$ cat src/rtl/tdpq_pkg.sv
package tdpq_pkg;

    localparam int ARR_W  = 32;
    localparam int DUR_W  = 16;
    localparam int TAG_W  = 16;
    localparam int TIME_W = 48;
    localparam int CFG_W  = 5;

    localparam int MAX_DEPTH_DEF = 16;

    localparam logic [CFG_W-1:0]  LIMIT_RESET = 5'd16;
    localparam logic [TIME_W-1:0] TIME_MAX    = {TIME_W{1'b1}};

    // One queued packet
    typedef struct packed {
        logic [ARR_W-1:0] arrival;
        logic [DUR_W-1:0] duration;
        logic [TAG_W-1:0] tag;
    } t_entry;

endpackage

$ cat src/rtl/tdpq_in_if.sv
interface tdpq_in_if;
    logic                      valid;
    logic                      ready;
    logic [tdpq_pkg::ARR_W-1:0] arrival_time;
    logic [tdpq_pkg::DUR_W-1:0] duration;
    logic [tdpq_pkg::TAG_W-1:0] packet_tag;
    logic                      flush;

    modport source (output valid, output arrival_time, output duration,
                    output packet_tag, output flush, input ready);
    modport sink   (input valid, input arrival_time, input duration,
                    input packet_tag, input flush, output ready);
endinterface

$ cat src/rtl/tdpq_out_if.sv
interface tdpq_out_if;
    logic                       valid;
    logic                       ready;
    logic [tdpq_pkg::TAG_W-1:0]  result_tag;
    logic                       served;
    logic [tdpq_pkg::TIME_W-1:0] start_time;
    logic                       last;

    modport source (output valid, output result_tag, output served,
                    output start_time, output last, input ready);
    modport sink   (input valid, input result_tag, input served,
                    input start_time, input last, output ready);
endinterface

$ cat src/rtl/tdpq_cfg_if.sv
interface tdpq_cfg_if;
    logic                      valid;
    logic                      ready;
    logic [tdpq_pkg::CFG_W-1:0] buffer_limit;

    modport source (output valid, output buffer_limit, input ready);
    modport sink   (input valid, input buffer_limit, output ready);
endinterface

$ cat src/rtl/tail_drop_packet_queue.sv
// Tail-drop packet queue with a single server.
// i_in carries one arrival (arrival_time, duration, packet_tag) or a flush
// marker; a transfer happens when valid and ready are both high. i_cfg writes
// buffer_limit and is always ready; write it only while the block is idle.
// o_out carries one result per retired or dropped packet, last marking the
// final result of an input; an input that only enqueues gives no result.
// i_in.ready is high only while no item is in progress, so items are handled
// one at a time. An item is accepted, heads are tested and retired until one
// stays or the queue empties (no test if it starts empty), then the arrival
// is enqueued or dropped and the item closes out. Each head test goes head
// read, start time, finish time, decide, through the one head memory read
// port and one shared 48-bit comparator.
// A result is held in a pending register until the next one is known, then
// moves to the output register; when o_out.ready is low the sequencer waits
// and the output holds. Synchronous active-low reset empties the queue,
// clears busy time and output valid, and sets buffer_limit to 16; queue
// storage is not cleared, since only occupied entries are read.
module tail_drop_packet_queue #(
    parameter int MAX_DEPTH = tdpq_pkg::MAX_DEPTH_DEF
) (
    input  logic           i_clk,
    input  logic           i_rst_n,
    tdpq_in_if.sink        i_in,
    tdpq_out_if.source     o_out,
    tdpq_cfg_if.sink       i_cfg
);

    localparam int PW = (MAX_DEPTH > 1) ? $clog2(MAX_DEPTH) : 1;
    localparam int OW = $clog2(MAX_DEPTH + 1);
    localparam int SW = OW + 1;
    localparam int LW = (OW > tdpq_pkg::CFG_W) ? OW : tdpq_pkg::CFG_W;
    localparam int TW = tdpq_pkg::TIME_W;

    typedef enum logic [2:0] {
        S_IDLE, S_READ, S_START, S_FINISH, S_DECIDE, S_TAIL, S_DONE
    } t_state;

    t_state r_state, n_state;

    logic [tdpq_pkg::ARR_W-1:0] r_arrival, n_arrival;
    logic [tdpq_pkg::DUR_W-1:0] r_dur, n_dur;
    logic [tdpq_pkg::TAG_W-1:0] r_tag, n_tag;
    logic                       r_flush, n_flush;
    logic [tdpq_pkg::CFG_W-1:0] r_limit, n_limit;
    logic [PW-1:0]              r_head, n_head;
    logic [OW-1:0]              r_occ, n_occ;
    logic [TW-1:0]              r_busy, n_busy;
    logic [TW-1:0]              r_start, n_start;
    logic [TW-1:0]              r_finish, n_finish;

    logic                       r_pend_v, n_pend_v;
    logic [tdpq_pkg::TAG_W-1:0] r_pend_tag, n_pend_tag;
    logic                       r_pend_served, n_pend_served;
    logic [TW-1:0]              r_pend_start, n_pend_start;

    logic                       r_out_v, n_out_v;
    logic [tdpq_pkg::TAG_W-1:0] r_out_tag, n_out_tag;
    logic                       r_out_served, n_out_served;
    logic [TW-1:0]              r_out_start, n_out_start;
    logic                       r_out_last, n_out_last;

    tdpq_pkg::t_entry rd_entry;
    tdpq_pkg::t_entry wr_entry;
    logic             wr_en;
    logic [PW-1:0]    tail_addr;
    logic [SW-1:0]    tail_sum;
    logic             room;
    logic [LW-1:0]    lim_eff;

    logic [TW-1:0]    cmp_a, cmp_b;
    logic             cmp_lt;
    logic [TW:0]      fin_sum;
    logic             out_free;
    logic             can_emit;

    tdpq_store #(.DEPTH(MAX_DEPTH), .PW(PW)) u_store (
        .i_clk     (i_clk),
        .i_wr_en   (wr_en),
        .i_wr_addr (tail_addr),
        .i_wr_data (wr_entry),
        .i_rd_addr (r_head),
        .o_rd_data (rd_entry)
    );

    // Tail slot and room against the clamped limit
    assign tail_sum  = SW'(r_head) + SW'(r_occ);
    assign tail_addr = (tail_sum >= SW'(MAX_DEPTH)) ? PW'(tail_sum - SW'(MAX_DEPTH))
                                                    : PW'(tail_sum);
    assign lim_eff   = (LW'(r_limit) > LW'(MAX_DEPTH)) ? LW'(MAX_DEPTH) : LW'(r_limit);
    assign room      = LW'(r_occ) < lim_eff;

    assign wr_entry = '{arrival: r_arrival, duration: r_dur, tag: r_tag};
    assign wr_en    = (r_state == S_TAIL) && !r_flush && room;

    // Shared comparator: busy vs. arrival, then arrival vs. finish
    always_comb begin
        cmp_a = '0;
        cmp_b = '0;
        case (r_state)
            S_START: begin
                cmp_a = r_busy;
                cmp_b = TW'(rd_entry.arrival);
            end
            S_DECIDE: begin
                cmp_a = TW'(r_arrival);
                cmp_b = r_finish;
            end
            default: begin
                cmp_a = '0;
                cmp_b = '0;
            end
        endcase
    end
    assign cmp_lt = cmp_a < cmp_b;

    assign fin_sum  = {1'b0, r_start} + (TW + 1)'(rd_entry.duration);
    assign out_free = !r_out_v || o_out.ready;
    assign can_emit = !r_pend_v || out_free;

    // Sequencer next state
    always_comb begin
        n_state       = r_state;
        n_arrival     = r_arrival;
        n_dur         = r_dur;
        n_tag         = r_tag;
        n_flush       = r_flush;
        n_limit       = r_limit;
        n_head        = r_head;
        n_occ         = r_occ;
        n_busy        = r_busy;
        n_start       = r_start;
        n_finish      = r_finish;
        n_pend_v      = r_pend_v;
        n_pend_tag    = r_pend_tag;
        n_pend_served = r_pend_served;
        n_pend_start  = r_pend_start;
        n_out_v       = r_out_v;
        n_out_tag     = r_out_tag;
        n_out_served  = r_out_served;
        n_out_start   = r_out_start;
        n_out_last    = r_out_last;

        // Drop output valid once the receiver takes it
        if (r_out_v && o_out.ready) begin
            n_out_v = 1'b0;
        end

        if (i_cfg.valid) begin
            n_limit = i_cfg.buffer_limit;
        end

        case (r_state)
            S_IDLE: begin
                if (i_in.valid) begin
                    n_arrival = i_in.arrival_time;
                    n_dur     = i_in.duration;
                    n_tag     = i_in.packet_tag;
                    n_flush   = i_in.flush;
                    n_state   = S_READ;
                end
            end
            S_READ: begin
                n_state = (r_occ == '0) ? S_TAIL : S_START;
            end
            S_START: begin
                n_start = cmp_lt ? TW'(rd_entry.arrival) : r_busy;
                n_state = S_FINISH;
            end
            S_FINISH: begin
                n_finish = fin_sum[TW] ? tdpq_pkg::TIME_MAX : fin_sum[TW-1:0];
                n_state  = S_DECIDE;
            end
            S_DECIDE: begin
                if (!r_flush && cmp_lt) begin
                    n_state = S_TAIL;
                end else if (can_emit) begin
                    // Retire head: move older result out, hold this one
                    if (r_pend_v) begin
                        n_out_v      = 1'b1;
                        n_out_tag    = r_pend_tag;
                        n_out_served = r_pend_served;
                        n_out_start  = r_pend_start;
                        n_out_last   = 1'b0;
                    end
                    n_pend_v      = 1'b1;
                    n_pend_tag    = rd_entry.tag;
                    n_pend_served = 1'b1;
                    n_pend_start  = r_start;
                    n_busy        = r_finish;
                    n_head        = (r_head == PW'(MAX_DEPTH - 1)) ? '0 : r_head + 1'b1;
                    n_occ         = r_occ - 1'b1;
                    n_state       = S_READ;
                end
            end
            S_TAIL: begin
                if (r_flush) begin
                    n_state = S_DONE;
                end else if (room) begin
                    n_occ   = r_occ + 1'b1;
                    n_state = S_DONE;
                end else if (can_emit) begin
                    // Drop the arrival
                    if (r_pend_v) begin
                        n_out_v      = 1'b1;
                        n_out_tag    = r_pend_tag;
                        n_out_served = r_pend_served;
                        n_out_start  = r_pend_start;
                        n_out_last   = 1'b0;
                    end
                    n_pend_v      = 1'b1;
                    n_pend_tag    = r_tag;
                    n_pend_served = 1'b0;
                    n_pend_start  = '0;
                    n_state       = S_DONE;
                end
            end
            S_DONE: begin
                if (!r_pend_v) begin
                    n_state = S_IDLE;
                end else if (out_free) begin
                    n_out_v      = 1'b1;
                    n_out_tag    = r_pend_tag;
                    n_out_served = r_pend_served;
                    n_out_start  = r_pend_start;
                    n_out_last   = 1'b1;
                    n_pend_v     = 1'b0;
                    n_state      = S_IDLE;
                end
            end
            default: begin
                n_state = S_IDLE;
            end
        endcase
    end

    // Hold state and registered outputs
    always_ff @(posedge i_clk) begin
        if (!i_rst_n) begin
            r_state  <= S_IDLE;
            r_limit  <= tdpq_pkg::LIMIT_RESET;
            r_head   <= '0;
            r_occ    <= '0;
            r_busy   <= '0;
            r_pend_v <= 1'b0;
            r_out_v  <= 1'b0;
        end else begin
            r_state  <= n_state;
            r_limit  <= n_limit;
            r_head   <= n_head;
            r_occ    <= n_occ;
            r_busy   <= n_busy;
            r_pend_v <= n_pend_v;
            r_out_v  <= n_out_v;
        end
        r_arrival     <= n_arrival;
        r_dur         <= n_dur;
        r_tag         <= n_tag;
        r_flush       <= n_flush;
        r_start       <= n_start;
        r_finish      <= n_finish;
        r_pend_tag    <= n_pend_tag;
        r_pend_served <= n_pend_served;
        r_pend_start  <= n_pend_start;
        r_out_tag     <= n_out_tag;
        r_out_served  <= n_out_served;
        r_out_start   <= n_out_start;
        r_out_last    <= n_out_last;
    end

    assign i_in.ready       = (r_state == S_IDLE);
    assign i_cfg.ready      = 1'b1;
    assign o_out.valid      = r_out_v;
    assign o_out.result_tag = r_out_tag;
    assign o_out.served     = r_out_served;
    assign o_out.start_time = r_out_start;
    assign o_out.last       = r_out_last;

endmodule

$ cat src/rtl/tdpq_store.sv
module tdpq_store #(
    parameter int DEPTH = tdpq_pkg::MAX_DEPTH_DEF,
    parameter int PW    = (DEPTH > 1) ? $clog2(DEPTH) : 1
) (
    input  logic             i_clk,
    input  logic             i_wr_en,
    input  logic [PW-1:0]    i_wr_addr,
    input  tdpq_pkg::t_entry i_wr_data,
    input  logic [PW-1:0]    i_rd_addr,
    output tdpq_pkg::t_entry o_rd_data
);

    tdpq_pkg::t_entry r_mem [DEPTH];
    tdpq_pkg::t_entry r_rd;

    // Write the tail entry
    always_ff @(posedge i_clk) begin
        if (i_wr_en) begin
            r_mem[i_wr_addr] <= i_wr_data;
        end
    end

    // Register the head entry
    always_ff @(posedge i_clk) begin
        r_rd <= r_mem[i_rd_addr];
    end

    assign o_rd_data = r_rd;

endmodule

$ cat src/flat_wrapper.sv
// flat-port wrapper written by rule: the top's interface ports become plain ports
module tail_drop_packet_queue_flat 
#(
    parameter int MAX_DEPTH = tdpq_pkg::MAX_DEPTH_DEF
)
  (i_clk, i_rst_n, i_in_valid, i_in_arrival_time, i_in_duration, i_in_packet_tag, i_in_flush, i_in_ready, o_out_valid, o_out_result_tag, o_out_served, o_out_start_time, o_out_last, o_out_ready, i_cfg_valid, i_cfg_buffer_limit, i_cfg_ready);
  tdpq_in_if i_in_i ();
  tdpq_out_if o_out_i ();
  tdpq_cfg_if i_cfg_i ();
  input  logic i_clk;
  input  logic i_rst_n;
  input wire logic [$bits(i_in_i.valid)-1:0] i_in_valid;
  input wire logic [$bits(i_in_i.arrival_time)-1:0] i_in_arrival_time;
  input wire logic [$bits(i_in_i.duration)-1:0] i_in_duration;
  input wire logic [$bits(i_in_i.packet_tag)-1:0] i_in_packet_tag;
  input wire logic [$bits(i_in_i.flush)-1:0] i_in_flush;
  output wire logic [$bits(i_in_i.ready)-1:0] i_in_ready;
  output wire logic [$bits(o_out_i.valid)-1:0] o_out_valid;
  output wire logic [$bits(o_out_i.result_tag)-1:0] o_out_result_tag;
  output wire logic [$bits(o_out_i.served)-1:0] o_out_served;
  output wire logic [$bits(o_out_i.start_time)-1:0] o_out_start_time;
  output wire logic [$bits(o_out_i.last)-1:0] o_out_last;
  input wire logic [$bits(o_out_i.ready)-1:0] o_out_ready;
  input wire logic [$bits(i_cfg_i.valid)-1:0] i_cfg_valid;
  input wire logic [$bits(i_cfg_i.buffer_limit)-1:0] i_cfg_buffer_limit;
  output wire logic [$bits(i_cfg_i.ready)-1:0] i_cfg_ready;
  assign i_in_i.valid = i_in_valid;
  assign i_in_i.arrival_time = i_in_arrival_time;
  assign i_in_i.duration = i_in_duration;
  assign i_in_i.packet_tag = i_in_packet_tag;
  assign i_in_i.flush = i_in_flush;
  assign i_in_ready = i_in_i.ready;
  assign o_out_valid = o_out_i.valid;
  assign o_out_result_tag = o_out_i.result_tag;
  assign o_out_served = o_out_i.served;
  assign o_out_start_time = o_out_i.start_time;
  assign o_out_last = o_out_i.last;
  assign o_out_i.ready = o_out_ready;
  assign i_cfg_i.valid = i_cfg_valid;
  assign i_cfg_i.buffer_limit = i_cfg_buffer_limit;
  assign i_cfg_ready = i_cfg_i.ready;
  tail_drop_packet_queue #(.MAX_DEPTH(MAX_DEPTH)) u_core (.i_clk(i_clk), .i_rst_n(i_rst_n), .i_in(i_in_i), .o_out(o_out_i), .i_cfg(i_cfg_i));
endmodule
$ cat config.mk
export PLATFORM = sky130hd
export DESIGN_NAME = tail_drop_packet_queue_flat
export DESIGN_NICKNAME = d
export VERILOG_FILES = /design/src/rtl/tdpq_pkg.sv /design/src/rtl/tdpq_in_if.sv /design/src/rtl/tdpq_out_if.sv /design/src/rtl/tdpq_cfg_if.sv /design/src/rtl/tail_drop_packet_queue.sv /design/src/rtl/tdpq_store.sv /design/src/flat_wrapper.sv
export SDC_FILE = /design/constraint.sdc
export NUM_CORES = 2
export LEC_CHECK = 0
export ABC_AREA = 1
export BUFFER_PORTS_ARGS = -buffer_cell sky130_fd_sc_hd__buf_2
export CAP_MARGIN = 20
export CORE_ASPECT_RATIO = 1.1
export CORE_MARGIN = 2
export CORE_UTILIZATION = 50
export CTS_CLUSTER_DIAMETER = 40
export DETAILED_ROUTE_END_ITERATION = 16
export PLACE_DENSITY = 0.65
export SYNTH_ARGS = -nofsm -noshare
export SYNTH_HDL_FRONTEND = slang
export SYNTH_SLANG_ARGS = --single-unit
export TNS_END_PERCENT = 50
$ cat constraint.sdc
create_clock -name i_clk -period 6.75 [get_ports i_clk]
set_input_delay 0.675 -clock i_clk [delete_from_list [all_inputs] [get_ports i_clk]]
set_output_delay 0.675 -clock i_clk [all_outputs]
set_load 0.1 [all_outputs]
==> metrics.md <==
| Metric | Value |
|---|---|
| Antenna-violating nets left | 0 |
| Die X | 328 microns |
| Slew HR | 0.247 |
| Final WS setup | 1.79 ns |
| Fin. Hold Viols | 0 |
| DRT Pass-1 Iters | 5 |
| Top cell type by total area after synthesis | edfxtp_1 |
| CP arrival | 5.39 ns |
| CTS Buffer Depth | 3 |
| P&R area growth vs syn | 14.1% |
| Core ar. | 114000 sq um |
| Synth top area share | 0.686 |
| Initial antenna violation count | 3 |
| Post-synth EDFFs | 1316 |
| First-pass GRT wire length | 226000 microns |
| WL final | 151000 microns |
| Peak Freq | 201 MHz |
| PwrDens | 418 nW/um^2 |
| Worst Tran Pin Value | 1.13 ns |
| # rows | 130 |
| Top-count cell post-synth | edfxtp_1 |
| CP Cell Sequence | nor2_1 -> nand2_1 -> inv_2 -> buf_4 -> nand2_1 -> o21ai_0 -> inv_1 -> ha_1 -> nand2_1 -> nand2_1 -> nand2_1 -> nand2_1 -> nand2_1 -> nand2_1 -> nand2_1 -> nand2_1 -> nand2_2 -> nand4_2 -> nand3_1 -> inv_2 -> buf_4 |
| CP endpoint kind | flip-flop |
| Hold Crit Class | input port to flip-flop |
| Share of cells above drive strength 1 | 0.111 |
| Die H | 360 microns |
| CTS clock-pin slew for the worst setup and hold paths | 0.06 ns |
| DRC violations left | 0 |
| Hold_buf cts | 0 |
| Pin count of the biggest net entering global routing | 196 |
| Die area | 118000 sq um |
| Clock buffer count from CTS | 163 |
| Register area share after synthesis | 0.731 |
| Post-CTS Setup Bufs | 0 |
| Placed Area | 60100 sq um |
| Max cap viols | 0 |
| Final net count | 4934 |
| Num ports | 144 |
| CP max-delay cell | inv_2 |
| Vias in the first global route | 35421 |
| Avg Inst Size Synth | 12.4 sq um |
| Leakage power | 23.4 nW |
| Congestion Overflow GR | 0 |
| Required @ worst endpoint | 7.18 ns |
| Clk_lat worst skew | 0.80 ns |
| IO Port Bufs | 142 |
| RSZ-0062 raised after global routing | false |
| Post-Syn Area | 57600 sq um |
| Sink Count | 1447 |
| DP Worst Slack | 1.73 ns |
| Minimum clock period | 4.96 ns |
| Status | complete, no violations |
| Vias per inst | 5.79 |
| Cell count after synthesis | 4662 |
| Critical path's most frequent cell | nand2_1 |
| Initial Utilization | 0.504 |
| Top post-synthesis cells by area | edfxtp_1 (69%), nand2_1 (5.0%), dfxtp_1 (4.6%) |
| YS warnings | 0 |
| Setup TNS | 0 ns |
| Hold wc startpoint | i_in_duration[2] |
| Routed vias | 37304 |
| CTS tree | built |
| Placer Congestion | 0.931 |
| Endpoints failing setup | 0 |
| Number of synthesized register bits | 1447 |
| GRT Overall Usage | 0.255 |
| Synth unique cells | 52 |
| Root buf cell | clkbuf_16 |
| Crit Path Class | flip-flop to flip-flop |
| Setup crit start | u_core.r_state[1]$_SDFFE_PN0P_ |
| Multi-input logic area | 13600 sq um |
| Post-cts sizing count | 0 |
| Routed len/inst | 23.4 microns |
| Fin. max-slew vios | 0 |
| Clk_skew | 0.0270 ns |
| Tcrit/Tclk final | 0.735 |
| Crit path max fanout | 50 |
| Dominant synthesized flop cell | edfxtp_1 |
| Reg-to-reg startpoint | u_core.r_state[1]$_SDFFE_PN0P_ |
| Async set-reset flop share out of synthesis | 0 |
| Peak VDD IR | 0.000310 V |
| DR iter-0 viols | 4645 |
| Layout filler cell count | 9152 |
| Worst setup SP type | flip-flop |
| Worst path max stage delay | 0.70 ns |
| Dpl hpwl | 84300 microns |
| Syn Nets | 4814 |
| Top cells by count, synth | edfxtp_1 (1316), nand2_1 (768), nor2_1 (522) |
| Number of H-tree levels | 4 |
| Total area of sequential cells | 42200 sq um |
| Post-Layout Inst Area | 65700 sq um |
[cell families (layout without fill, tap and decap cells)]
family                   Yosys count  after routing  share of synthesized area
XOR/XNOR                          16             16                    0.00243
AND/OR/NAND/NOR                 1613           1613                      0.115
other                              1              3                  0.0000651
adder cells (fa/ha/maj)           77             77                     0.0171
AO/OA/AOI/OAI                    981            981                     0.0985
flip-flops                      1447           1447                      0.731
buffers and inverters            527            788                     0.0353
[sequential cells by signal, indices dropped and copies added, names as in the netlist, 3 cells and up]
name	cells
u_core.u_store.r_mem	1024
u_core.u_store.o_rd_data	64
u_core.o_out.start_time	48
u_core.r_busy	48
u_core.r_finish	48
u_core.r_pend_start	48
u_core.r_start	48
u_core.r_arrival	32
u_core.o_out.result_tag	16
u_core.r_dur	16
u_core.r_pend_tag	16
u_core.r_tag	16
u_core.r_limit	5
u_core.r_occ	5
u_core.r_head	4
u_core.r_state	3
[final cells by class]
cell class | count | share of cell area
Antenna cell | 2 | 0.0000761
Clock buffer | 195 | 0.0657
Clock inverter | 111 | 0.0206
Inverter | 274 | 0.0158
Multi-Input combinational cell | 2688 | 0.207
Sequential cell | 1447 | 0.641
Tap cell | 1518 | 0.0289
Timing Repair Buffer | 208 | 0.0206
[final timing paths]
check                                                        endpoint  slack, ns  depth (start not counted)
worst max register to register  u_core.r_pend_start[24]$_SDFFCE_PP0P_       1.79                         21
worst min register to register  u_core.o_out.start_time[40]$_DFFE_PP_       0.41                          0
worst max-delay path            u_core.r_pend_start[24]$_SDFFCE_PP0P_       1.79                         21
worst min-delay path                        u_core.r_dur[2]$_DFFE_PP_       0.05                          1
[critical path, delay by kind of cell, from the launching register on]
family	cells	cell delay (ns)
DFF	1	0.37
and+or+nand+nor	14	1.48
adders and majority gates	1	0.28
AOI/OAI and AO/OA	1	0.08
buffers and inverters	5	2.29
[cell usage in the layout (no fill, tap or decap), types with 31 or more instances in the layout]
master,netlist,routed
edfxtp_1,1316,1316
nand2_1,768,766
nor2_1,522,502
o21ai_0,477,477
inv_1,268,261
a21oi_1,226,226
nand3_1,173,173
clkbuf_16,0,164
buf_2,16,142
dfxtp_1,131,127
o22ai_1,80,80
a221oi_1,78,78
nand4_1,76,76
ha_1,74,74
buf_4,8,54
o221ai_1,50,50
a22o_1,31,31
[where the power goes]
part / leakage [nW] / switching (mW) / internal (mW) / total (mW)
clock: 2.72 / 3.74 / 5.37 / 9.11
combinational: 7.68 / 4.44 / 1.62 / 6.06
sequential: 13.0 / 0.989 / 11.3 / 12.3
total: 23.4 / 9.17 / 18.3 / 27.5
[stage by stage]
step                       util  cells  power (mW)  hold slack, ns
after floorplan               -   4662        16.2           0.400
after global placement    0.525   6134        18.4           0.401
after detailed placement  0.525   6135        18.5           0.405
after CTS                 0.575   6441        27.6         0.00566
after global routing      0.575   6443        28.7          0.0162
final                     0.575   6443        27.5          0.0518
[routing by layer]
layer | track usage | vias to the layer above | wire length (microns)
met5 | 0 | - | 0
met4 | 0.0666 | 0 | 2900
met3 | 0.0421 | 208 | 12200
met2 | 0.398 | 1606 | 70200
met1 | 0.373 | 18382 | 65800
li1 | - | 17108 | -
Note: power is estimated with default switching activity, not from simulation.
